**config.mk**
```make
export PLATFORM = sky130hd
export DESIGN_NAME = tfcs_queue
export DESIGN_NICKNAME = d
export VERILOG_FILES = /design/src/hw/rtl/tfcs_pkg.sv /design/src/hw/rtl/tfcs_queue.sv
export SDC_FILE = /design/constraint.sdc
export NUM_CORES = 1
export LEC_CHECK = 0
export ABC_AREA = 1
export ABC_CLOCK_PERIOD_IN_PS = 7200
export BUFFER_PORTS_ARGS = -buffer_cell sky130_fd_sc_hd__buf_2
export CORE_MARGIN = 3
export CORE_UTILIZATION = 52
export CTS_CLUSTER_SIZE = 14
export DETAILED_ROUTE_END_ITERATION = 8
export PLACE_DENSITY = 0.88
export SLEW_MARGIN = 25
export SYNTH_ARGS = -nofsm -noshare
export SYNTH_HDL_FRONTEND = slang
export SYNTH_SLANG_ARGS = --single-unit
```
**constraint.sdc**
```tcl
create_clock -name clock -period 7.2 [get_ports clock]
set_input_delay 0.36 -clock clock [delete_from_list [all_inputs] [get_ports clock]]
set_output_delay 0.36 -clock clock [all_outputs]
set_load 0.02 [all_outputs]
```
**src/hw/rtl/tfcs_pkg.sv**
```systemverilog
// Shared types, constants and codes for the TTE frame clock sync block.
// No dependencies; every other file uses it by scoped names.
`timescale 1ns / 1ps

package tfcs_pkg;

   localparam int TIME_W      = 64;
   localparam int WORD_W      = 32;
   localparam int CSR_IDX_W   = 3;
   localparam int QUEUE_DEPTH = 2;

   // transparent clock scaling: (tc * 10) >> 16, then * 536871 >> 26
   localparam int TC_SHIFT1 = 16;
   localparam int TC_SHIFT2 = 26;
   localparam int TCV_W     = TIME_W - TC_SHIFT1;
   localparam int TC_W      = TIME_W - TC_SHIFT2;
   localparam int RECIP_W   = 20;
   localparam logic [RECIP_W-1:0] TC_RECIP = 20'd536871;

   localparam int GAIN_SHIFT = 10;

   localparam logic [15:0] PCF_ETHERTYPE    = 16'h891D;
   localparam logic [7:0]  INTEGRATION_TYPE = 8'h02;

   // register indexes
   localparam logic [CSR_IDX_W-1:0] CSR_MAX_TX_DELAY   = 3'd0;
   localparam logic [CSR_IDX_W-1:0] CSR_COMPRESS_DELAY = 3'd1;
   localparam logic [CSR_IDX_W-1:0] CSR_SYNC_PRECISION = 3'd2;
   localparam logic [CSR_IDX_W-1:0] CSR_CYCLE_LENGTH   = 3'd3;
   localparam logic [CSR_IDX_W-1:0] CSR_TRAFFIC_MARKER = 3'd4;
   localparam logic [CSR_IDX_W-1:0] CSR_SCHED_OFFSET   = 3'd5;
   localparam logic [CSR_IDX_W-1:0] CSR_CORR_MODE      = 3'd6;

   // result status codes
   localparam logic [1:0] STAT_REJECT = 2'd0;
   localparam logic [1:0] STAT_ACCEPT = 2'd1;
   localparam logic [1:0] STAT_TT     = 2'd2;
   localparam logic [1:0] STAT_OTHER  = 2'd3;

   // frame classes
   localparam logic [1:0] CLS_INTEG = 2'd0;
   localparam logic [1:0] CLS_TT    = 2'd1;
   localparam logic [1:0] CLS_OTHER = 2'd2;

   localparam logic MODE_DIRECT = 1'b0;
   localparam logic MODE_PI     = 1'b1;

   typedef struct packed {
      logic [WORD_W-1:0] max_transmit_delay;
      logic [WORD_W-1:0] compression_delay;
      logic [WORD_W-1:0] sync_precision;
      logic [WORD_W-1:0] cycle_length;
      logic [WORD_W-1:0] traffic_marker;
      logic [WORD_W-1:0] schedule_offset;
      logic              correction_mode;
   } cfg_type;

   typedef struct packed {
      logic [1:0]        cls;
      logic [TIME_W-1:0] receive_time;
      logic [TCV_W-1:0]  tc_scaled;
      logic              cycle_zero;
   } qentry_type;

   typedef struct packed {
      logic full;
      logic empty;
   } qstat_type;

endpackage

```
**src/hw/rtl/tfcs_queue.sv**
```systemverilog
// Short FIFO of classified frames between front and back end.
// Depends on tfcs_pkg.
`timescale 1ns / 1ps

module tfcs_queue #(
   parameter int DEPTH = tfcs_pkg::QUEUE_DEPTH
) (
   input  logic                  clock,
   input  logic                  reset,
   input  logic                  push,
   input  tfcs_pkg::qentry_type  push_entry,
   input  logic                  pop,
   output tfcs_pkg::qentry_type  head,
   output tfcs_pkg::qstat_type   qstat
);

   localparam int PTR_W = (DEPTH > 1) ? $clog2(DEPTH) : 1;
   localparam int CNT_W = $clog2(DEPTH + 1);
   localparam logic [PTR_W-1:0] LAST = PTR_W'(DEPTH - 1);

   tfcs_pkg::qentry_type entry_ff [DEPTH];
   logic [PTR_W-1:0] wr_ptr_ff, wr_ptr_in;
   logic [PTR_W-1:0] rd_ptr_ff, rd_ptr_in;
   logic [CNT_W-1:0] count_ff, count_in;

   assign qstat.full  = (count_ff == CNT_W'(DEPTH));
   assign qstat.empty = (count_ff == '0);
   assign head        = entry_ff[rd_ptr_ff];

   always_comb begin
      wr_ptr_in = wr_ptr_ff;
      rd_ptr_in = rd_ptr_ff;
      count_in  = count_ff;
      if (push) begin
         wr_ptr_in = (wr_ptr_ff == LAST) ? '0 : wr_ptr_ff + 1'b1;
      end
      if (pop) begin
         rd_ptr_in = (rd_ptr_ff == LAST) ? '0 : rd_ptr_ff + 1'b1;
      end
      if (push && !pop) begin
         count_in = count_ff + 1'b1;
      end else if (pop && !push) begin
         count_in = count_ff - 1'b1;
      end
   end

   always_ff @(posedge clock) begin
      if (reset) begin
         wr_ptr_ff <= '0;
         rd_ptr_ff <= '0;
         count_ff  <= '0;
      end else begin
         wr_ptr_ff <= wr_ptr_in;
         rd_ptr_ff <= rd_ptr_in;
         count_ff  <= count_in;
      end
   end

   always_ff @(posedge clock) begin
      if (push) begin
         entry_ff[wr_ptr_ff] <= push_entry;
      end
   end

endmodule

```
==> impl_metrics.csv <==
group,metric,value,unit
yosys,synthTopCellsByArea,"edfxtp_1 (79%), mux2_4 (8.6%), mux2_2 (8.4%), dfxtp_1 (1.1%), buf_6 (0.90%)",
timing,hold_viol,0,
cells_and_area,final_util,66.8,%
timing,fmax,310,MHz
yosys,post-synth-top-count-cell,"edfxtp_1",
floorplan,fp.coreArea,16200,sq um
clock_network,cts.sinks,235,
timing,maxSlewViolCount,0,
yosys,yosysWarningCount,0,
timing,fin_setup_tns,0,ns
yosys,synth_xor_area_share,0.100,%
floorplan,rows,46,
routing,first_iter_violations,256,
yosys,synthTopCellsByCount,"edfxtp_1 (230), mux2_2 (65), mux2_4 (50), inv_1 (9)",
floorplan,start_util,53.9,%
worst_setup_path,r2r-start,"wr_ptr_ff$_SDFFE_PP0P_",
timing,fin_crit,3.23,ns
yosys,syn-num-nets,511,
timing,clock_skew,0.00714,ns
grt,overflow,0,
power,swShare,22.7,%
floorplan,die_w,136,um
place,place_congestion,0.728,
clock_network,clockBufferDepth,3,
yosys,synth_edf_count,230,
worst_hold_path,hp-class,"primary input to register",
yosys,syn_inst,391,
cells_and_area,instances_no_fill,876,
place,dp_cells,833,
clock_network,clk-insertion-delay-late,0.49,ns
yosys,synth_ff_type,"edfxtp_1",
yosys,ys_ff_latch,235,
power,power.density,284,nW/um^2
clock_network,cts_setup_buffers,0,
clock_network,path_clk_slew,0.06,ns
routing,wirelength,16400,um
yosys,synth_top_cell_area_share,79.2,%
worst_hold_path,worstHoldPathCells,1,
routing,drt_pre_antenna_iters,4,
worst_setup_path,reg2reg_depth,3,
power,p_switching,698,uW
power,p_clk_share,35.5,%
timing,maxSlewHeadroom,35.6,%
yosys,seq_area_frac_synth,80.3,%
power,p_leak,4.19,nW
worst_setup_path,critPathRequiredTime,6.84,ns
worst_hold_path,worstHoldStart,"push_entry[98]",
place,dpl.hpwl,11200,um
cells_and_area,drive_gt1_share,58.4,%
worst_setup_path,reg2reg_setup_slack,5.20,ns
floorplan,die_area,18400,sq um
floorplan,ios,236,
clock_network,cts_resized,0,
run_status,status,"finished, final reports clean",
power,vdd_drop_max,202,uV
cells_and_area,regArea,7010,sq um
timing,fin_crit_sh,44.8,%
yosys,synth_top_cell_by_area,"edfxtp_1",
clock_network,htreeDepth,1,
grt,grt_pass1_wl,24900,um
run,cap_violations,0,
yosys,synthAdderAreaFrac,0.143,%
grt,antenna_found_initial,1,
worst_setup_path,worstSetupPathType,"register to output pin",
yosys,synth-simple-area-share,0.703,%
worst_setup_path,crit_chain,"buf_4 > mux2_2 > buf_2",
place,port_buffers,235,
worst_setup_path,slowest_delay,0.95,ns
cells_and_area,area_growth,23.9,%
cells_and_area,finalNetCount,763,
worst_setup_path,worstSetupStartpointType,"register",
timing,rsz0062_at_grt,"false",
yosys,async_flop_share,0,%
cells_and_area,n_fill_cell,1065,
yosys,synth.distinct_cells,16,
power,internal_power,2.37,mW
routing,drtAntennaViolNets,0,
yosys,synth_top_family_by_area,"multiplexers",
yosys,avgSynthCellArea,22.3,sq um
routing,avgViaCountPerCell,5.10,
power,combPwrFrac,11.8,%
grt,grt_use_total,17.4,%
worst_setup_path,critPathCaptureType,"output pin",
cells_and_area,multiInputGateArea,1580,sq um
timing,tightestPinTransition,0.966,ns
clock_network,cts_tree,"yes",
yosys,synth_compound_area_share,0.115,%
routing,drc,0,
yosys,netlist_area,8720,sq um
clock_network,cts-hold-fix-buffers,0,
grt,grt_pass1_vias,4790,
clock_network,cts_buffers,24,
timing,setup_viol,0,
worst_setup_path,path_max_fanout,63,
floorplan,die_y,136,um
routing,routedWlPerCell,18.8,um
yosys,synth.mux.area_fraction,17.0,%
grt,grt_max_degree,85,
worst_setup_path,worstPathArrival,2.87,ns
routing,num_vias,4471,
power,seqPwrFrac,52.7,%
clock_network,clock-root-buffer,"clkbuf_16",
worst_setup_path,crit_slowest_cell,"dfxtp_4",
-- per-layer routing --
layer / vias up / track usage (%) / part of all wire, %
li1: 2039 / - / -
met1: 2233 / 20.2 / 37
met2: 176 / 31.3 / 53
met3: 23 / 5.09 / 8.1
met4: 0 / 4.93 / 1.8
met5: - / 0 / 0
-- layout make-up --
cell class | count | share of cell area [%]
clock buffer | 30 | 5.96
tap | 216 | 2.50
antenna | 1 | 0.0231
clock inverter | 12 | 0.509
sequential | 235 | 64.8
timing repair buffer | 239 | 11.2
inverter | 9 | 0.336
multi-input combinational | 134 | 14.6
-- logic make-up after synthesis --
logic type / count (synthesis)
AND/OR/NAND/NOR: 15
buffers and inverters: 22
adder cells (fa/ha/maj): 1
multiplexers: 115
flip-flops: 235
AO/OA/AOI/OAI: 2
XOR/XNOR: 1
-- state kept, by name, summed over array words and instances (netlist names), named ones only --
register and cells:
rd_ptr_ff 1, count_ff 2, entry_ff 230, wr_ptr_ff 1
-- critical path, delay by kind of cell (launching register included) --
kind | cells | cell delay (ns)
buf+inv | 2 | 0.92
flops | 1 | 0.95
mux | 1 | 0.41
-- power by group through the flow --
stage | logic (mW) | clock network (mW) | registers, mW
CTS | 0.368 | 1.12 | 1.62
global placement | 0.354 | 0 | 1.64
floorplan | 0.255 | 0 | 1.63
detailed placement | 0.366 | 0 | 1.65
global route | 0.387 | 1.18 | 1.63
finish | 0.364 | 1.09 | 1.62
-- worst paths after layout --
| path | to |
|---|---|
| min | entry_ff[0][98]$_DFFE_PP_ |
| max | head[94] |
| max reg2reg | entry_ff[1][40]$_DFFE_PP_ |
| min reg2reg | register |
-- cells in the final DEF, fill, tap and decap left out, types with 2 or more instances in the layout --
| cell type | instances |
|---|---|
| nor2_1 | 6 |
| nand2_1 | 5 |
| clkinv_2 | 2 |
| edfxtp_1 | 230 |
| inv_1 | 8 |
| mux2_4 | 50 |
| clkbuf_16 | 25 |
| clkinv_1 | 9 |
| buf_2 | 235 |
| buf_4 | 3 |
| dfxtp_1 | 4 |
| mux2_2 | 65 |
| clkbuf_1 | 5 |
-- stage by stage --
step,total power [mW],hold slack (ns),cell area (sq um),setup slack (ns)
2_1_floorplan,1.89,0.432,8720,1.40
3_3_place_gp,2.00,0.498,10100,4.47
3_5_place_dp,2.02,0.535,10100,4.44
4_1_cts,3.11,0.0235,10800,3.90
5_1_grt,3.19,0.0282,10800,3.81
6_report,3.07,0.0499,10800,3.97
No activity file was read; power rests on OpenSTA's default activity.
