`src/hw/rtl/tfcs_pkg.sv`:
```
// Shared types, constants and codes for the TTE frame clock sync block.
// No dependencies; every other file uses it by scoped names.
`timescale 1ns / 1ps

package tfcs_pkg;

   localparam int TIME_W      = 64;
   localparam int WORD_W      = 32;
   localparam int CSR_IDX_W   = 3;
   localparam int QUEUE_DEPTH = 2;

   // transparent clock scaling: (tc * 10) >> 16, then * 536871 >> 26
   localparam int TC_SHIFT1 = 16;
   localparam int TC_SHIFT2 = 26;
   localparam int TCV_W     = TIME_W - TC_SHIFT1;
   localparam int TC_W      = TIME_W - TC_SHIFT2;
   localparam int RECIP_W   = 20;
   localparam logic [RECIP_W-1:0] TC_RECIP = 20'd536871;

   localparam int GAIN_SHIFT = 10;

   localparam logic [15:0] PCF_ETHERTYPE    = 16'h891D;
   localparam logic [7:0]  INTEGRATION_TYPE = 8'h02;

   // register indexes
   localparam logic [CSR_IDX_W-1:0] CSR_MAX_TX_DELAY   = 3'd0;
   localparam logic [CSR_IDX_W-1:0] CSR_COMPRESS_DELAY = 3'd1;
   localparam logic [CSR_IDX_W-1:0] CSR_SYNC_PRECISION = 3'd2;
   localparam logic [CSR_IDX_W-1:0] CSR_CYCLE_LENGTH   = 3'd3;
   localparam logic [CSR_IDX_W-1:0] CSR_TRAFFIC_MARKER = 3'd4;
   localparam logic [CSR_IDX_W-1:0] CSR_SCHED_OFFSET   = 3'd5;
   localparam logic [CSR_IDX_W-1:0] CSR_CORR_MODE      = 3'd6;

   // result status codes
   localparam logic [1:0] STAT_REJECT = 2'd0;
   localparam logic [1:0] STAT_ACCEPT = 2'd1;
   localparam logic [1:0] STAT_TT     = 2'd2;
   localparam logic [1:0] STAT_OTHER  = 2'd3;

   // frame classes
   localparam logic [1:0] CLS_INTEG = 2'd0;
   localparam logic [1:0] CLS_TT    = 2'd1;
   localparam logic [1:0] CLS_OTHER = 2'd2;

   localparam logic MODE_DIRECT = 1'b0;
   localparam logic MODE_PI     = 1'b1;

   typedef struct packed {
      logic [WORD_W-1:0] max_transmit_delay;
      logic [WORD_W-1:0] compression_delay;
      logic [WORD_W-1:0] sync_precision;
      logic [WORD_W-1:0] cycle_length;
      logic [WORD_W-1:0] traffic_marker;
      logic [WORD_W-1:0] schedule_offset;
      logic              correction_mode;
   } cfg_type;

   typedef struct packed {
      logic [1:0]        cls;
      logic [TIME_W-1:0] receive_time;
      logic [TCV_W-1:0]  tc_scaled;
      logic              cycle_zero;
   } qentry_type;

   typedef struct packed {
      logic full;
      logic empty;
   } qstat_type;

endpackage

```
`src/hw/rtl/tfcs_if.sv`:
```
// Channel interfaces: frame request, result, and register write port.
// Depends on tfcs_pkg for widths.
`timescale 1ns / 1ps

interface tfcs_req_if;
   logic                         valid;
   logic                         ready;
   logic [tfcs_pkg::TIME_W-1:0]  receive_time;
   logic [tfcs_pkg::WORD_W-1:0]  dest_prefix;
   logic [15:0]                  frame_ethertype;
   logic [7:0]                   control_type;
   logic [tfcs_pkg::TIME_W-1:0]  transparent_clock;
   logic [tfcs_pkg::WORD_W-1:0]  cycle_number;

   modport source (output valid, receive_time, dest_prefix, frame_ethertype,
                   control_type, transparent_clock, cycle_number,
                   input ready);
   modport sink   (input valid, receive_time, dest_prefix, frame_ethertype,
                   control_type, transparent_clock, cycle_number,
                   output ready);
endinterface


```
`src/hw/rtl/tfcs_front.sv`:
```
// Front end: accepts frames, classifies them and pre-scales the
// transparent clock. Depends on tfcs_pkg and tfcs_req_if.
`timescale 1ns / 1ps

module tfcs_front (
   tfcs_req_if.sink              req_ch,
   input  tfcs_pkg::cfg_type     cfg,
   input  tfcs_pkg::qstat_type   qstat,
   output logic                  push,
   output tfcs_pkg::qentry_type  push_entry
);

   logic [tfcs_pkg::TIME_W-1:0] tc_times10;

   assign req_ch.ready = !qstat.full;
   assign push         = req_ch.valid && !qstat.full;

   // x*10 mod 2^64 as x*8 + x*2
   assign tc_times10 = (req_ch.transparent_clock << 3) + (req_ch.transparent_clock << 1);

   always_comb begin
      push_entry.receive_time = req_ch.receive_time;
      push_entry.tc_scaled    = tc_times10[tfcs_pkg::TIME_W-1:tfcs_pkg::TC_SHIFT1];
      push_entry.cycle_zero   = (req_ch.cycle_number == '0);
      if (req_ch.frame_ethertype == tfcs_pkg::PCF_ETHERTYPE) begin
         if (req_ch.control_type == tfcs_pkg::INTEGRATION_TYPE) begin
            push_entry.cls = tfcs_pkg::CLS_INTEG;
         end else begin
            push_entry.cls = tfcs_pkg::CLS_OTHER;
         end
      end else if (req_ch.dest_prefix == cfg.traffic_marker) begin
         push_entry.cls = tfcs_pkg::CLS_TT;
      end else begin
         push_entry.cls = tfcs_pkg::CLS_OTHER;
      end
   end

endmodule

```
`src/flat_wrapper.sv`:
```
// flat-port wrapper written by rule: the top's interface ports become plain ports
module tfcs_front_flat 
  (cfg, qstat, push, push_entry, req_ch_valid, req_ch_receive_time, req_ch_dest_prefix, req_ch_frame_ethertype, req_ch_control_type, req_ch_transparent_clock, req_ch_cycle_number, req_ch_ready);
  tfcs_req_if req_ch_i ();
  input  tfcs_pkg::cfg_type cfg;
  input  tfcs_pkg::qstat_type qstat;
  output logic push;
  output tfcs_pkg::qentry_type push_entry;
  input wire logic [$bits(req_ch_i.valid)-1:0] req_ch_valid;
  input wire logic [$bits(req_ch_i.receive_time)-1:0] req_ch_receive_time;
  input wire logic [$bits(req_ch_i.dest_prefix)-1:0] req_ch_dest_prefix;
  input wire logic [$bits(req_ch_i.frame_ethertype)-1:0] req_ch_frame_ethertype;
  input wire logic [$bits(req_ch_i.control_type)-1:0] req_ch_control_type;
  input wire logic [$bits(req_ch_i.transparent_clock)-1:0] req_ch_transparent_clock;
  input wire logic [$bits(req_ch_i.cycle_number)-1:0] req_ch_cycle_number;
  output wire logic [$bits(req_ch_i.ready)-1:0] req_ch_ready;
  assign req_ch_i.valid = req_ch_valid;
  assign req_ch_i.receive_time = req_ch_receive_time;
  assign req_ch_i.dest_prefix = req_ch_dest_prefix;
  assign req_ch_i.frame_ethertype = req_ch_frame_ethertype;
  assign req_ch_i.control_type = req_ch_control_type;
  assign req_ch_i.transparent_clock = req_ch_transparent_clock;
  assign req_ch_i.cycle_number = req_ch_cycle_number;
  assign req_ch_ready = req_ch_i.ready;
  tfcs_front u_core (.req_ch(req_ch_i), .cfg(cfg), .qstat(qstat), .push(push), .push_entry(push_entry));
endmodule
```
`config.mk`:
```
export PLATFORM = sky130hd
export DESIGN_NAME = tfcs_front_flat
export DESIGN_NICKNAME = d
export VERILOG_FILES = /design/src/hw/rtl/tfcs_pkg.sv /design/src/hw/rtl/tfcs_if.sv /design/src/hw/rtl/tfcs_front.sv /design/src/flat_wrapper.sv
export SDC_FILE = /design/constraint.sdc
export NUM_CORES = 1
export LEC_CHECK = 0
export ABC_AREA = 0
export BUFFER_PORTS_ARGS = -buffer_cell sky130_fd_sc_hd__buf_2
export CAP_MARGIN = 20
export CORE_AREA = 2 2 208 210
export DETAILED_ROUTE_END_ITERATION = 7
export DIE_AREA = 0 0 210 212
export PLACE_DENSITY = 0.41
export SYNTH_ARGS = -nofsm -noshare
export SYNTH_HDL_FRONTEND = slang
export SYNTH_SLANG_ARGS = --single-unit
```
`constraint.sdc`:
```
create_clock -name vclk -period 4.85
set_input_delay 0.7275 -clock vclk [all_inputs]
set_output_delay 0.7275 -clock vclk [all_outputs]
set_load 0.005 [all_outputs]
```
==> results.yml <==
sta:
  setup_ws_ns: 0.298
  tns_ns: 0
  finalCriticalPeriod_ns: 4.55
  relSlewSlack_pct: 48.8
  rsz0062_at_grt: "false"
  timing.final.hold_violations: 0
  setup_violations: 0
  fin_crit_sh_pct: 93.9
  max_freq_mhz: 220
  worst_slew_pin_slew_ns: 0.761
  slew_violations: 0
placed_design:
  dp_hpwl_mm: 16.1
  dp_cells: 1294
  dp_worst_setup_slack_ns: 0.242
  portBuffers: 238
  postPlaceCellArea_sq_um: 5500
  gp_congestion: 0.795
worst_setup_path:
  path_cells: "buf_2 > ha_1 > a211oi_2 > nor2_1 > buf_4 > or4_4 > a41oi_4 > a31oi_2 > a221o_2 > a21oi_4 > o21bai_2 > a21oi_2 > xnor2_1 > buf_2"
  critPathSlowestCell: "or4_4"
  critical_path.max_fanout: 5
  cp_common_cell: "buf_2"
  startpoint_type: "primary input"
  arrival_ns: 3.82
  slowest_delay_ns: 0.52
  crit_buf_inv: 3
  crit_family: "compound AO/OA/AOI/OAI gates"
  endpoint_kind: "primary output"
  critPathKind: "in2out"
  cp.required_ns: 4.12
global_route:
  grt_pass1_wl_mm: 25.4
  antenna_found_initial: 3
  grt.overflow.total: 0
  grt_pass1_vias: 4478
  grt_max_degree: 9
  grt_usage_pct: 7.29
floorplanning:
  die_h_um: 212
  coreArea_sq_um: 42500
  io_pins: 529
  row_count: 76
  die-area_sq_um: 44500
  dieWidth_um: 210
  initial_core_util_pct: 9.37
layout:
  n_clock_buffer: 0
  diodes: 0
  fin_area_sq_um: 5510
  utilization_pct: 13.0
  flops_and_latches: 0
  final_cell_mix: "buf_2 (238), a21oi_1 (65), ha_1 (59)"
  fin_nets: 1221
  seq_area_sq_um: 0
  final_common_cell: "buf_2"
  stdcell_count: 1294
  drive_gt1_share_pct: 36.8
  n_fill_cell: 4942
  syn_to_final_growth_pct: 38.4
drt:
  wire_per_inst_um: 13.4
  wirelength_mm: 17.4
  drtIter0Drc: 199
  vias: 4724
  wl_met1_mm: 7.79
  drt-pass1-iter-count: 4
  wl_met2_mm: 8.26
  via_per_inst: 3.65
  dr_wl_met3_mm: 1.18
  antenna_left: 0
  highest_layer: "met4"
  drc: 0
synthesis:
  yosys_warnings: 0
  syn_area_sq_um: 3980
  yosysUniqueCellTypes: 53
  synthCells: 563
  syn_nets: 1034
  syn_area_per_cell_sq_um: 7.07
  yosysSeqAreaShare_pct: 0
power:
  ir_drop_v: 0.0000461
  cellLeakagePower_nw: 2.54
  p_per_area_nw_per_um2: 129
  netSwitchingFraction_pct: 54.5
  clkPwrFrac_pct: 0
  seqPwrFrac_pct: 0
  switchingPower_uw: 387
  p_int_uw: 323
  pwr-share-comb_pct: 100.0
flow_run:
  max_cap_violations: 0
min_path:
  hold_depth: 0
  hold_start: "req_ch_receive_time[52]"
  holdPathEnd: "push_entry[101]"
  hold_class: "in2out"
outcome:
  outcome: "complete, no violations"
cts:
  post_cts_buffers: 0
-- worst max-delay path by stage --
stage | slack [ns] | to | startpoint | cells after the start
5_1_grt | 0.003 | push_entry[43] | req_ch_transparent_clock[30] | 14
4_1_cts | 0.21 | push_entry[43] | req_ch_transparent_clock[7] | 15
3_5_place_dp | 0.24 | push_entry[43] | req_ch_transparent_clock[7] | 15
2_1_floorplan | 0.95 | push_entry[18] | req_ch_transparent_clock[7] | 10
6_report | 0.30 | push_entry[30] | req_ch_transparent_clock[7] | 14
3_3_place_gp | 0.23 | push_entry[31] | req_ch_transparent_clock[10] | 15
-- final cells by class --
cell class                      instances  area, sq um  share of cell area [%]
Multi-Input combinational cell        466         3380                    61.3
Timing Repair Buffer                  263         1380                    25.0
Tap cell                              546          683                    12.4
Inverter                               19         71.3                    1.29
-- power groups by stage --
| stage | Clock, mW | Sequential [mW] | Combinational (mW) |
|---|---|---|---|
| 4_1_cts | 0 | 0 | 0.721 |
| 3_5_place_dp | 0 | 0 | 0.718 |
| 6_report | 0 | 0 | 0.710 |
| 5_1_grt | 0 | 0 | 0.793 |
| 2_1_floorplan | 0 | 0 | 0.427 |
| 3_3_place_gp | 0 | 0 | 0.718 |
-- timing repair --
item / 4_1_cts / 5_1_grt
gates resized for setup: 0 / 1
hold buffers: 0 / 0
setup endpoints to repair: 0 / 1
-- cells in the mapped netlist, drive strengths merged (2+ instances only) --
master	n	area, sq um
and4	2	17.5
nor2b	6	37.5
xor2	42	368
buf	70	510
xnor2	36	315
nor4	18	113
inv	19	71.3
o21ai	33	169
nand3	11	55.1
nor3b	4	35.0
nor2	25	93.8
a21o	22	165
nor4bb	3	30.0
a21boi	5	37.5
a21oi	67	350
nor3	7	40.0
nand2b	6	37.5
ha	59	738
o211ai	4	30.0
o21a	2	15.0
nand4	24	150
o221ai	3	26.3
nor4b	2	17.5
clkbuf	8	30.0
and3	4	25.0
a31oi	9	62.6
nand2	41	154
o21bai	8	63.8
o31ai	3	22.5
a211oi	7	57.6
-- kinds of logic after synthesis --
logic type | count (synthesis) | share of synthesized area [%]
AOI/OAI and AO/OA | 174 | 28.3
adders and majority gates | 59 | 18.5
xor gates and xnor gates | 78 | 17.2
buffers and inverters | 97 | 15.4
and+or+nand+nor | 155 | 20.7
-- per-layer routing --
layer  GRT usage [%]  vias to the layer above
li1                -                     2394
met1            9.52                     2098
met5               0                        -
met4           0.611                        0
met3            1.12                       24
met2            13.1                      208
-- stage by stage --
stage / hold slack, ns / power [mW]
after floorplan: 1.48 / 0.427
after global placement: 1.46 / 0.718
after detailed placement: 1.46 / 0.718
after CTS: 1.46 / 0.721
after global routing: 1.46 / 0.793
final: 1.46 / 0.710
No activity file was read; power rests on OpenSTA's default activity.
