## src/hw/rtl/tfcs_pkg.sv

```systemverilog
// Shared types, constants and codes for the TTE frame clock sync block.
// No dependencies; every other file uses it by scoped names.
`timescale 1ns / 1ps

package tfcs_pkg;

   localparam int TIME_W      = 64;
   localparam int WORD_W      = 32;
   localparam int CSR_IDX_W   = 3;
   localparam int QUEUE_DEPTH = 2;

   // transparent clock scaling: (tc * 10) >> 16, then * 536871 >> 26
   localparam int TC_SHIFT1 = 16;
   localparam int TC_SHIFT2 = 26;
   localparam int TCV_W     = TIME_W - TC_SHIFT1;
   localparam int TC_W      = TIME_W - TC_SHIFT2;
   localparam int RECIP_W   = 20;
   localparam logic [RECIP_W-1:0] TC_RECIP = 20'd536871;

   localparam int GAIN_SHIFT = 10;

   localparam logic [15:0] PCF_ETHERTYPE    = 16'h891D;
   localparam logic [7:0]  INTEGRATION_TYPE = 8'h02;

   // register indexes
   localparam logic [CSR_IDX_W-1:0] CSR_MAX_TX_DELAY   = 3'd0;
   localparam logic [CSR_IDX_W-1:0] CSR_COMPRESS_DELAY = 3'd1;
   localparam logic [CSR_IDX_W-1:0] CSR_SYNC_PRECISION = 3'd2;
   localparam logic [CSR_IDX_W-1:0] CSR_CYCLE_LENGTH   = 3'd3;
   localparam logic [CSR_IDX_W-1:0] CSR_TRAFFIC_MARKER = 3'd4;
   localparam logic [CSR_IDX_W-1:0] CSR_SCHED_OFFSET   = 3'd5;
   localparam logic [CSR_IDX_W-1:0] CSR_CORR_MODE      = 3'd6;

   // result status codes
   localparam logic [1:0] STAT_REJECT = 2'd0;
   localparam logic [1:0] STAT_ACCEPT = 2'd1;
   localparam logic [1:0] STAT_TT     = 2'd2;
   localparam logic [1:0] STAT_OTHER  = 2'd3;

   // frame classes
   localparam logic [1:0] CLS_INTEG = 2'd0;
   localparam logic [1:0] CLS_TT    = 2'd1;
   localparam logic [1:0] CLS_OTHER = 2'd2;

   localparam logic MODE_DIRECT = 1'b0;
   localparam logic MODE_PI     = 1'b1;

   typedef struct packed {
      logic [WORD_W-1:0] max_transmit_delay;
      logic [WORD_W-1:0] compression_delay;
      logic [WORD_W-1:0] sync_precision;
      logic [WORD_W-1:0] cycle_length;
      logic [WORD_W-1:0] traffic_marker;
      logic [WORD_W-1:0] schedule_offset;
      logic              correction_mode;
   } cfg_type;

   typedef struct packed {
      logic [1:0]        cls;
      logic [TIME_W-1:0] receive_time;
      logic [TCV_W-1:0]  tc_scaled;
      logic              cycle_zero;
   } qentry_type;

   typedef struct packed {
      logic full;
      logic empty;
   } qstat_type;

endpackage

```

## src/hw/rtl/tfcs_if.sv

```systemverilog


interface tfcs_rsp_if;
   logic                               valid;
   logic                               ready;
   logic [1:0]                         frame_status;
   logic                               arm_timer;
   logic [tfcs_pkg::TIME_W-1:0]        timer_deadline;
   logic signed [tfcs_pkg::TIME_W-1:0] clock_error;
   logic [tfcs_pkg::TIME_W-1:0]        local_time_out;

   modport source (output valid, frame_status, arm_timer, timer_deadline,
                   clock_error, local_time_out, input ready);
   modport sink   (input valid, frame_status, arm_timer, timer_deadline,
                   clock_error, local_time_out, output ready);
endinterface


```

## src/hw/rtl/tfcs_back.sv

```systemverilog
// Back end: sequencer that runs the clock correction for integration
// frames and holds the result register. Depends on tfcs_pkg, tfcs_rsp_if.
`timescale 1ns / 1ps

module tfcs_back (
   input  logic                  clock,
   input  logic                  reset,
   input  tfcs_pkg::cfg_type     cfg,
   input  tfcs_pkg::qstat_type   qstat,
   input  tfcs_pkg::qentry_type  head,
   output logic                  pop,
   tfcs_rsp_if.source            rsp_ch
);

   localparam int TW   = tfcs_pkg::TIME_W;
   localparam int WW   = tfcs_pkg::WORD_W;
   localparam int HALF = tfcs_pkg::TCV_W / 2;
   localparam int PP_W = HALF + tfcs_pkg::RECIP_W;

   localparam logic [3:0] ST_IDLE  = 4'd0;
   localparam logic [3:0] ST_MUL   = 4'd1;
   localparam logic [3:0] ST_TC    = 4'd2;
   localparam logic [3:0] ST_PERM  = 4'd3;
   localparam logic [3:0] ST_SEED  = 4'd4;
   localparam logic [3:0] ST_ERR   = 4'd5;
   localparam logic [3:0] ST_CHECK = 4'd6;
   localparam logic [3:0] ST_GAIN  = 4'd7;
   localparam logic [3:0] ST_PI    = 4'd8;
   localparam logic [3:0] ST_ARM   = 4'd9;
   localparam logic [3:0] ST_EMIT  = 4'd10;

   function automatic logic [TW-1:0] mul_p_gain(input logic [TW-1:0] x);
      mul_p_gain = (x << 8) + (x << 5) + (x << 3) + (x << 2);   // * 300
   endfunction

   function automatic logic [TW-1:0] mul_i_gain(input logic [TW-1:0] x);
      mul_i_gain = (x << 9) + (x << 7) + (x << 5) + (x << 4) + (x << 3) + (x << 2);
   endfunction                                                   // * 700

   function automatic logic [TW-1:0] asr_gain(input logic [TW-1:0] x);
      asr_gain = TW'($signed(x) >>> tfcs_pkg::GAIN_SHIFT);
   endfunction

   logic [3:0]              state_ff, state_in;
   logic [TW-1:0]           lt_ff, lt_in;
   logic [TW-1:0]           integ_ff, integ_in;
   tfcs_pkg::qentry_type    ent_ff, ent_in;
   logic [PP_W-1:0]         pp0_ff, pp0_in, pp1_ff, pp1_in;
   logic [tfcs_pkg::TC_W-1:0] tc_ff, tc_in;
   logic [TW-1:0]           perm_ff, perm_in;
   logic [TW-1:0]           err_ff, err_in;
   logic [TW-1:0]           pprod_ff, pprod_in, iprod_ff, iprod_in;
   logic [1:0]              res_status_ff, res_status_in;
   logic                    res_arm_ff, res_arm_in;
   logic [TW-1:0]           res_dl_ff, res_dl_in;

   logic                    rsp_valid_ff, rsp_valid_in;
   logic [1:0]              rsp_status_ff;
   logic                    rsp_arm_ff;
   logic [TW-1:0]           rsp_dl_ff, rsp_err_ff, rsp_lt_ff;
   logic                    load_rsp;

   logic                    out_free;
   logic [TW-1:0]           delays;
   logic [TW-1:0]           tc_sum;
   logic [TW-1:0]           win_sum;
   logic [WW:0]             win_width;
   logic                    in_window;

   assign out_free = !rsp_valid_ff || rsp_ch.ready;

   // 2 * max_transmit_delay + compression_delay at full width
   assign delays = TW'({cfg.max_transmit_delay, 1'b0}) + TW'(cfg.compression_delay);

   assign tc_sum = TW'(pp0_ff) + (TW'(pp1_ff) << HALF);

   // |err| < precision on the modular difference
   assign win_sum   = err_ff + TW'(cfg.sync_precision - WW'(1));
   assign win_width = {cfg.sync_precision, 1'b0} - (WW + 1)'(1);
   assign in_window = (cfg.sync_precision != '0) && (win_sum < TW'(win_width));

   always_comb begin
      state_in      = state_ff;
      lt_in         = lt_ff;
      integ_in      = integ_ff;
      ent_in        = ent_ff;
      pp0_in        = pp0_ff;
      pp1_in        = pp1_ff;
      tc_in         = tc_ff;
      perm_in       = perm_ff;
      err_in        = err_ff;
      pprod_in      = pprod_ff;
      iprod_in      = iprod_ff;
      res_status_in = res_status_ff;
      res_arm_in    = res_arm_ff;
      res_dl_in     = res_dl_ff;
      pop           = 1'b0;
      load_rsp      = 1'b0;

      case (state_ff)
         ST_IDLE: begin
            if (!qstat.empty) begin
               pop        = 1'b1;
               ent_in     = head;
               res_arm_in = 1'b0;
               res_dl_in  = '0;
               err_in     = '0;
               case (head.cls)
                  tfcs_pkg::CLS_INTEG: begin
                     state_in = ST_MUL;
                  end
                  tfcs_pkg::CLS_TT: begin
                     res_status_in = tfcs_pkg::STAT_TT;
                     state_in      = ST_EMIT;
                  end
                  default: begin
                     res_status_in = tfcs_pkg::STAT_OTHER;
                     state_in      = ST_EMIT;
                  end
               endcase
            end
         end
         ST_MUL: begin
            // 48 x 20 product split into two 24 x 20 halves
            pp0_in   = PP_W'(ent_ff.tc_scaled[HALF-1:0] * tfcs_pkg::TC_RECIP);
            pp1_in   = PP_W'(ent_ff.tc_scaled[tfcs_pkg::TCV_W-1:HALF] * tfcs_pkg::TC_RECIP);
            state_in = ST_TC;
         end
         ST_TC: begin
            tc_in    = tc_sum[TW-1:tfcs_pkg::TC_SHIFT2];
            state_in = ST_PERM;
         end
         ST_PERM: begin
            perm_in  = ent_ff.receive_time + TW'(cfg.max_transmit_delay) - TW'(tc_ff);
            state_in = ST_SEED;
         end
         ST_SEED: begin
            if (lt_ff == '0) begin
               lt_in = perm_ff - delays;
            end
            state_in = ST_ERR;
         end
         ST_ERR: begin
            err_in   = perm_ff - lt_ff - delays;
            state_in = ST_CHECK;
         end
         ST_CHECK: begin
            if (!in_window) begin
               res_status_in = tfcs_pkg::STAT_REJECT;
               if (cfg.correction_mode == tfcs_pkg::MODE_DIRECT) begin
                  lt_in = '0;
               end
               state_in = ST_EMIT;
            end else if (cfg.correction_mode == tfcs_pkg::MODE_PI) begin
               integ_in = integ_ff + err_ff;
               state_in = ST_GAIN;
            end else begin
               lt_in    = lt_ff + err_ff;
               state_in = ST_ARM;
            end
         end
         ST_GAIN: begin
            pprod_in = mul_p_gain(err_ff);
            iprod_in = mul_i_gain(integ_ff);
            state_in = ST_PI;
         end
         ST_PI: begin
            lt_in    = lt_ff + asr_gain(pprod_ff) + asr_gain(iprod_ff);
            state_in = ST_ARM;
         end
         ST_ARM: begin
            res_status_in = tfcs_pkg::STAT_ACCEPT;
            res_arm_in    = ent_ff.cycle_zero;
            res_dl_in     = ent_ff.cycle_zero ? lt_ff + TW'(cfg.schedule_offset) : '0;
            lt_in         = lt_ff + TW'(cfg.cycle_length);
            state_in      = ST_EMIT;
         end
         ST_EMIT: begin
            if (out_free) begin
               load_rsp = 1'b1;
               state_in = ST_IDLE;
            end
         end
         default: begin
            state_in = ST_IDLE;
         end
      endcase

      if (load_rsp) begin
         rsp_valid_in = 1'b1;
      end else if (rsp_ch.ready) begin
         rsp_valid_in = 1'b0;
      end else begin
         rsp_valid_in = rsp_valid_ff;
      end
   end

   always_ff @(posedge clock) begin
      if (reset) begin
         state_ff     <= ST_IDLE;
         lt_ff        <= '0;
         integ_ff     <= '0;
         rsp_valid_ff <= 1'b0;
      end else begin
         state_ff     <= state_in;
         lt_ff        <= lt_in;
         integ_ff     <= integ_in;
         rsp_valid_ff <= rsp_valid_in;
      end
   end

   always_ff @(posedge clock) begin
      ent_ff        <= ent_in;
      pp0_ff        <= pp0_in;
      pp1_ff        <= pp1_in;
      tc_ff         <= tc_in;
      perm_ff       <= perm_in;
      err_ff        <= err_in;
      pprod_ff      <= pprod_in;
      iprod_ff      <= iprod_in;
      res_status_ff <= res_status_in;
      res_arm_ff    <= res_arm_in;
      res_dl_ff     <= res_dl_in;
      if (load_rsp) begin
         rsp_status_ff <= res_status_ff;
         rsp_arm_ff    <= res_arm_ff;
         rsp_dl_ff     <= res_dl_ff;
         rsp_err_ff    <= err_ff;
         rsp_lt_ff     <= lt_ff;
      end
   end

   assign rsp_ch.valid          = rsp_valid_ff;
   assign rsp_ch.frame_status   = rsp_status_ff;
   assign rsp_ch.arm_timer      = rsp_arm_ff;
   assign rsp_ch.timer_deadline = rsp_dl_ff;
   assign rsp_ch.clock_error    = $signed(rsp_err_ff);
   assign rsp_ch.local_time_out = rsp_lt_ff;

   a_arm_only_on_accept: assert property (@(posedge clock) disable iff (reset)
      rsp_valid_ff && rsp_arm_ff |-> rsp_status_ff == tfcs_pkg::STAT_ACCEPT)
      else $error("timer armed on a frame that was not accepted");

   a_non_integ_zero: assert property (@(posedge clock) disable iff (reset)
      rsp_valid_ff && (rsp_status_ff == tfcs_pkg::STAT_TT ||
                       rsp_status_ff == tfcs_pkg::STAT_OTHER)
      |-> rsp_err_ff == '0 && rsp_dl_ff == '0 && !rsp_arm_ff)
      else $error("non-integration result carries correction data");

   a_start_needs_pop: assert property (@(posedge clock) disable iff (reset)
      state_ff == ST_IDLE && !pop |=> state_ff == ST_IDLE)
      else $error("sequencer left idle without taking a queued item");

   a_emit_waits: assert property (@(posedge clock) disable iff (reset)
      state_ff == ST_EMIT && !out_free |=> state_ff == ST_EMIT && rsp_valid_ff)
      else $error("result dropped while output register was held");

endmodule

```

## src/flat_wrapper.sv

```systemverilog
// flat-port wrapper written by rule: the top's interface ports become plain ports
module tfcs_back_flat 
  (clock, reset, cfg, qstat, head, pop, rsp_ch_valid, rsp_ch_frame_status, rsp_ch_arm_timer, rsp_ch_timer_deadline, rsp_ch_clock_error, rsp_ch_local_time_out, rsp_ch_ready);
  tfcs_rsp_if rsp_ch_i ();
  input  logic clock;
  input  logic reset;
  input  tfcs_pkg::cfg_type cfg;
  input  tfcs_pkg::qstat_type qstat;
  input  tfcs_pkg::qentry_type head;
  output logic pop;
  output wire logic [$bits(rsp_ch_i.valid)-1:0] rsp_ch_valid;
  output wire logic [$bits(rsp_ch_i.frame_status)-1:0] rsp_ch_frame_status;
  output wire logic [$bits(rsp_ch_i.arm_timer)-1:0] rsp_ch_arm_timer;
  output wire logic [$bits(rsp_ch_i.timer_deadline)-1:0] rsp_ch_timer_deadline;
  output wire logic [$bits(rsp_ch_i.clock_error)-1:0] rsp_ch_clock_error;
  output wire logic [$bits(rsp_ch_i.local_time_out)-1:0] rsp_ch_local_time_out;
  input wire logic [$bits(rsp_ch_i.ready)-1:0] rsp_ch_ready;
  assign rsp_ch_valid = rsp_ch_i.valid;
  assign rsp_ch_frame_status = rsp_ch_i.frame_status;
  assign rsp_ch_arm_timer = rsp_ch_i.arm_timer;
  assign rsp_ch_timer_deadline = rsp_ch_i.timer_deadline;
  assign rsp_ch_clock_error = rsp_ch_i.clock_error;
  assign rsp_ch_local_time_out = rsp_ch_i.local_time_out;
  assign rsp_ch_i.ready = rsp_ch_ready;
  tfcs_back u_core (.clock(clock), .reset(reset), .cfg(cfg), .qstat(qstat), .head(head), .pop(pop), .rsp_ch(rsp_ch_i));
endmodule
```

## config.mk

```make
export PLATFORM = sky130hd
export DESIGN_NAME = tfcs_back_flat
export DESIGN_NICKNAME = d
export VERILOG_FILES = /design/src/hw/rtl/tfcs_pkg.sv /design/src/hw/rtl/tfcs_if.sv /design/src/hw/rtl/tfcs_back.sv /design/src/flat_wrapper.sv
export SDC_FILE = /design/constraint.sdc
export NUM_CORES = 2
export LEC_CHECK = 0
export ABC_CLOCK_PERIOD_IN_PS = 25000
export BUFFER_PORTS_ARGS = -buffer_cell sky130_fd_sc_hd__clkbuf_2
export CAP_MARGIN = 0
export CORE_ASPECT_RATIO = 0.5
export CORE_MARGIN = 2
export CORE_UTILIZATION = 55
export DETAILED_ROUTE_END_ITERATION = 6
export PLACE_DENSITY = 0.79
export REMOVE_ABC_BUFFERS = 1
export SETUP_SLACK_MARGIN = 0.4
export SYNTH_ARGS = -nofsm -noshare
export SYNTH_HDL_FRONTEND = slang
export SYNTH_SLANG_ARGS = --single-unit
export TNS_END_PERCENT = 5
```

## constraint.sdc

```tcl
create_clock -name clock -period 25 [get_ports clock]
set_input_delay 0 -clock clock [delete_from_list [all_inputs] [get_ports clock]]
set_output_delay 0 -clock clock [all_outputs]
set_load 0.02 [all_outputs]
```

==> reports/metrics.csv <==
stage,metric,value,unit
layout,areaGrowthSynthToFinish,12.29,%
synth,synthAdderAreaFrac,0.3102,
placement,place_area,94240,um^2
floorplanning,fp.dieH,288.0,um
placement,dp_worst_setup_slack,16070,ps
floorplanning,ios,510,
synth,synth_top_family_by_area,adder cells,
timing,fin_worst_skew,39.46,ps
synth,synthXorXnorAreaFrac,0.07147,
setup_path,endpoint_kind,flip-flop,
synth,synth_top_cell_area_share,0.2400,
power,power_density,113.1,nW/um^2
clock_network,clock-sinks,840,
setup_path,cp_data_arrival_time,9050,ps
timing,hold_viol,0,
routing,wl_met1,114400,um
hold_path,hold_path_end,u_core.ent_ff[53],
setup_path,path_max_fanout,46,
synth,ys_seq_area_frac,0.2696,
routing,vias_per_cell,5.932,
synth,yosysTopAreaCell,edfxtp_1,
clock_network,clock_latency,710,ps
layout,nets,12140,
clock_network,cts_tree,yes,
power,peakVddDrop,0.1978,mV
synth,synth_compound_area_frac,0.1649,
synth,synthTopCellsByCount,"1377 x inv_1, 1090 x ha_1, 726 x a21oi_1, 709 x edfxtp_1, 693 x fa_1",
timing,worst_pin_slew,1278,ps
floorplanning,start_util,0.5528,
routing,drtIter0Drc,7110,
timing,slew_headroom,0.1400,
timing,fin_setup_tns,0,ps
routing,drt-pass1-iter-count,6,
floorplanning,dieArea,164700,um^2
timing,fin_hold_ws,41.22,ps
hold_path,min_from,head[53],
grt,overflow,0,
clock_network,clockBufferDepth,3,
synth,syn_inst,9286,
setup_path,critPathLaunchType,primary input,
setup_path,r2r-start,u_core.err_ff[1],
synth,synth_edf_count,709,
placement,portBuffers,476,
grt,grt_max_degree,196,
clock_network,cts_resized,0,
floorplanning,die_w,571.9,um
synth,synth-async-reset-ratio,0,
synth,synth.cell_area,88700,um^2
setup_path,r2r_cells,24,
routing,drc,0,
placement,place_congestion,1.008,
routing,wirelength,274100,um
clock_network,cts_setup_buffers,0,
synth,yosysUniqueCellTypes,86,
floorplanning,rows,104,
routing,highest_layer,met5,
job,drv_cap,0,
timing,max_clock_freq,0.1189,GHz
synth,muxShareOfSynthArea,0.006827,
grt,grt_usage,0.3308,
synth,ys_ff_latch,840,
grt,grt_pass1_wl,414400,um
timing,rsz0062_at_grt,false,
clock_network,root_buffer,clkbuf_16,
setup_path,r2r_end,u_core.integ_ff[16],
routing,wire_per_inst,22.28,um
placement,dpl.hpwl,217700,um
synth,synth_area_leaders,"edfxtp_1 24%, fa_1 16%, ha_1 15%",
layout,final_area,99610,um^2
outcome,outcome,finished clean,
synth,syn_area_per_cell,9.552,um^2
floorplanning,core-area,160400,um^2
clock_network,cts_buffers,86,
setup_path,required,25630,ps
power,power_leakage,45.75,nW
timing,finalWorstSetupSlack,16590,ps
hold_path,hold_depth,2,
routing,num_vias,72970,
routing,postRouteAntennaNets,0,
synth,yosysMostFrequentCell,inv_1,
grt,antenna_found_initial,21,
synth,yosys.area_share.simple,0.1102,
routing,wl_met2,115000,um
timing,fin_crit_sh,0.3365,
setup_path,reg2reg_slack,17500,ps
timing,setup_viol,0,
layout,final_layout_size_suffix_gt1_frac,0.08359,
synth,ys_warn_count,0,
clock_network,cts_max_level,3,
routing,met3WireLength,34320,um
timing,drv_slew,0,
hold_path,hp-class,primary input to flip-flop,
setup_path,worstSetupPathType,primary input to flip-flop,
timing,finalCriticalPeriod,8411,ps
clock_network,clk_pin_slew,60,ps
synth,synth_flop_cell,edfxtp_1,
clock_network,hold_buffers,247,
grt,grt_pass1_vias,71480,
==> area by class of cell <==
cell class,instances,area (um^2)
Timing Repair Buffer,870,5971
Antenna cell,7,17.52
Multi-Input combinational cell,6873,58930
Tap cell,2173,2719
Clock inverter,60,584.3
Sequential cell,840,23910
Fill cell,13180,60840
Inverter,1377,5174
Clock buffer,101,2293
==> worst max-delay path: stages <==
cell and delay (ps):
clkbuf_2 110, or4_1 560, or3_1 400, nor4_1 390, nand2_1 200, or3_1 380
or2_2 300, nand2_1 60, o21ai_0 110, ha_1 410, nand2_1 120, or4_1 580
a31o_2 300, a21oi_1 470, nor2_1 160, xnor2_1 190, ha_1 220, a21o_1 160
a21o_1 170, a21oi_1 170, o21ai_0 110, o21ai_0 440, nand4_1 210, or4_4 580
nor4_4 910, buf_4 810, mux2_1 380, nor2_1 70
==> worst max path at each step <==
stage / startpoint / end / cells after the start
after floorplan: u_core.state_ff[3] / u_core.rsp_ch.arm_timer / 3
after global placement: cfg[101] / u_core.integ_ff[16] / 29
after detailed placement: cfg[101] / u_core.integ_ff[16] / 28
after CTS: cfg[101] / u_core.integ_ff[16] / 28
after global routing: cfg[101] / u_core.integ_ff[15] / 29
final: cfg[101] / u_core.integ_ff[16] / 28
==> metal layers <==
metal  vias up  track usage
li1      34050            -
met1     35010       0.4551
met2      3329       0.4925
met3       558       0.1069
met4        22       0.1089
met5         -            0
==> kinds of logic (layout without fill, tap and decap cells) <==
kind of cell / Yosys count / in the layout
buffers and inverters: 1573 / 2408
and+or+nand+nor: 2010 / 2010
muxes: 60 / 60
DFF: 840 / 840
other: 0 / 7
xor gates and xnor gates: 723 / 723
AOI/OAI and AO/OA: 2297 / 2297
adders and majority gates: 1783 / 1783
==> cell usage in the layout, fill, tap and decap left out, types with 19 or more instances in the layout <==
cell,Yosys,layout
nand2b_1,95,95
o221ai_1,30,30
clkbuf_2,0,476
nand4_1,113,113
nor3_1,133,133
buf_4,5,146
xor2_1,255,255
mux2i_1,56,56
xnor2_1,467,467
o21ai_0,446,446
ha_1,1090,1090
edfxtp_1,709,709
nor2_1,602,598
dfxtp_1,131,131
a31oi_1,78,78
nor2b_1,89,89
and3_1,89,88
or2_2,29,29
a21oi_1,726,723
a21o_1,364,363
nand2_1,460,457
a221oi_1,53,53
o31ai_1,38,38
a21boi_0,26,26
o21a_1,95,95
inv_1,1377,1376
or3_1,57,57
and4_1,29,28
dlygate4sd3_1,0,247
a211o_1,19,19
clkbuf_16,0,90
nand3_1,158,158
and2_1,47,47
fa_1,693,693
o21bai_1,101,101
nor4_1,47,47
o211ai_1,50,50
a211oi_1,60,60
==> sequential cells by signal (all words and copies together), names as in the netlist, 40 cells and up <==
register and count:
u_core.lt_ff 64, u_core.rsp_ch.timer_deadline 64, u_core.rsp_ch.local_time_out 64, u_core.rsp_ch.clock_error 64, u_core.iprod_ff 54, u_core.integ_ff 62, u_core.err_ff 64, u_core.pp1_ff 40
u_core.perm_ff 64, u_core.ent_ff 113, u_core.pprod_ff 54, u_core.res_dl_ff 64
==> per-stage QoR <==
step                      cells  utilization  power (mW)
final                     12300       0.6208       11.26
after global placement    11890       0.5874       9.474
after floorplan            9090            -       7.775
after CTS                 12290       0.6207       11.16
after detailed placement  11890       0.5874       9.690
after global routing      12300       0.6207       12.25
==> power by group <==
group / internal [mW] / switching (mW) / leakage, nW
combinational: 3.24 / 4.44 / 36.8
clock: 0.742 / 0.638 / 1.40
sequential: 2.05 / 0.158 / 7.55
total: 6.03 / 5.23 / 45.8
(Power assumes the default switching activity.)
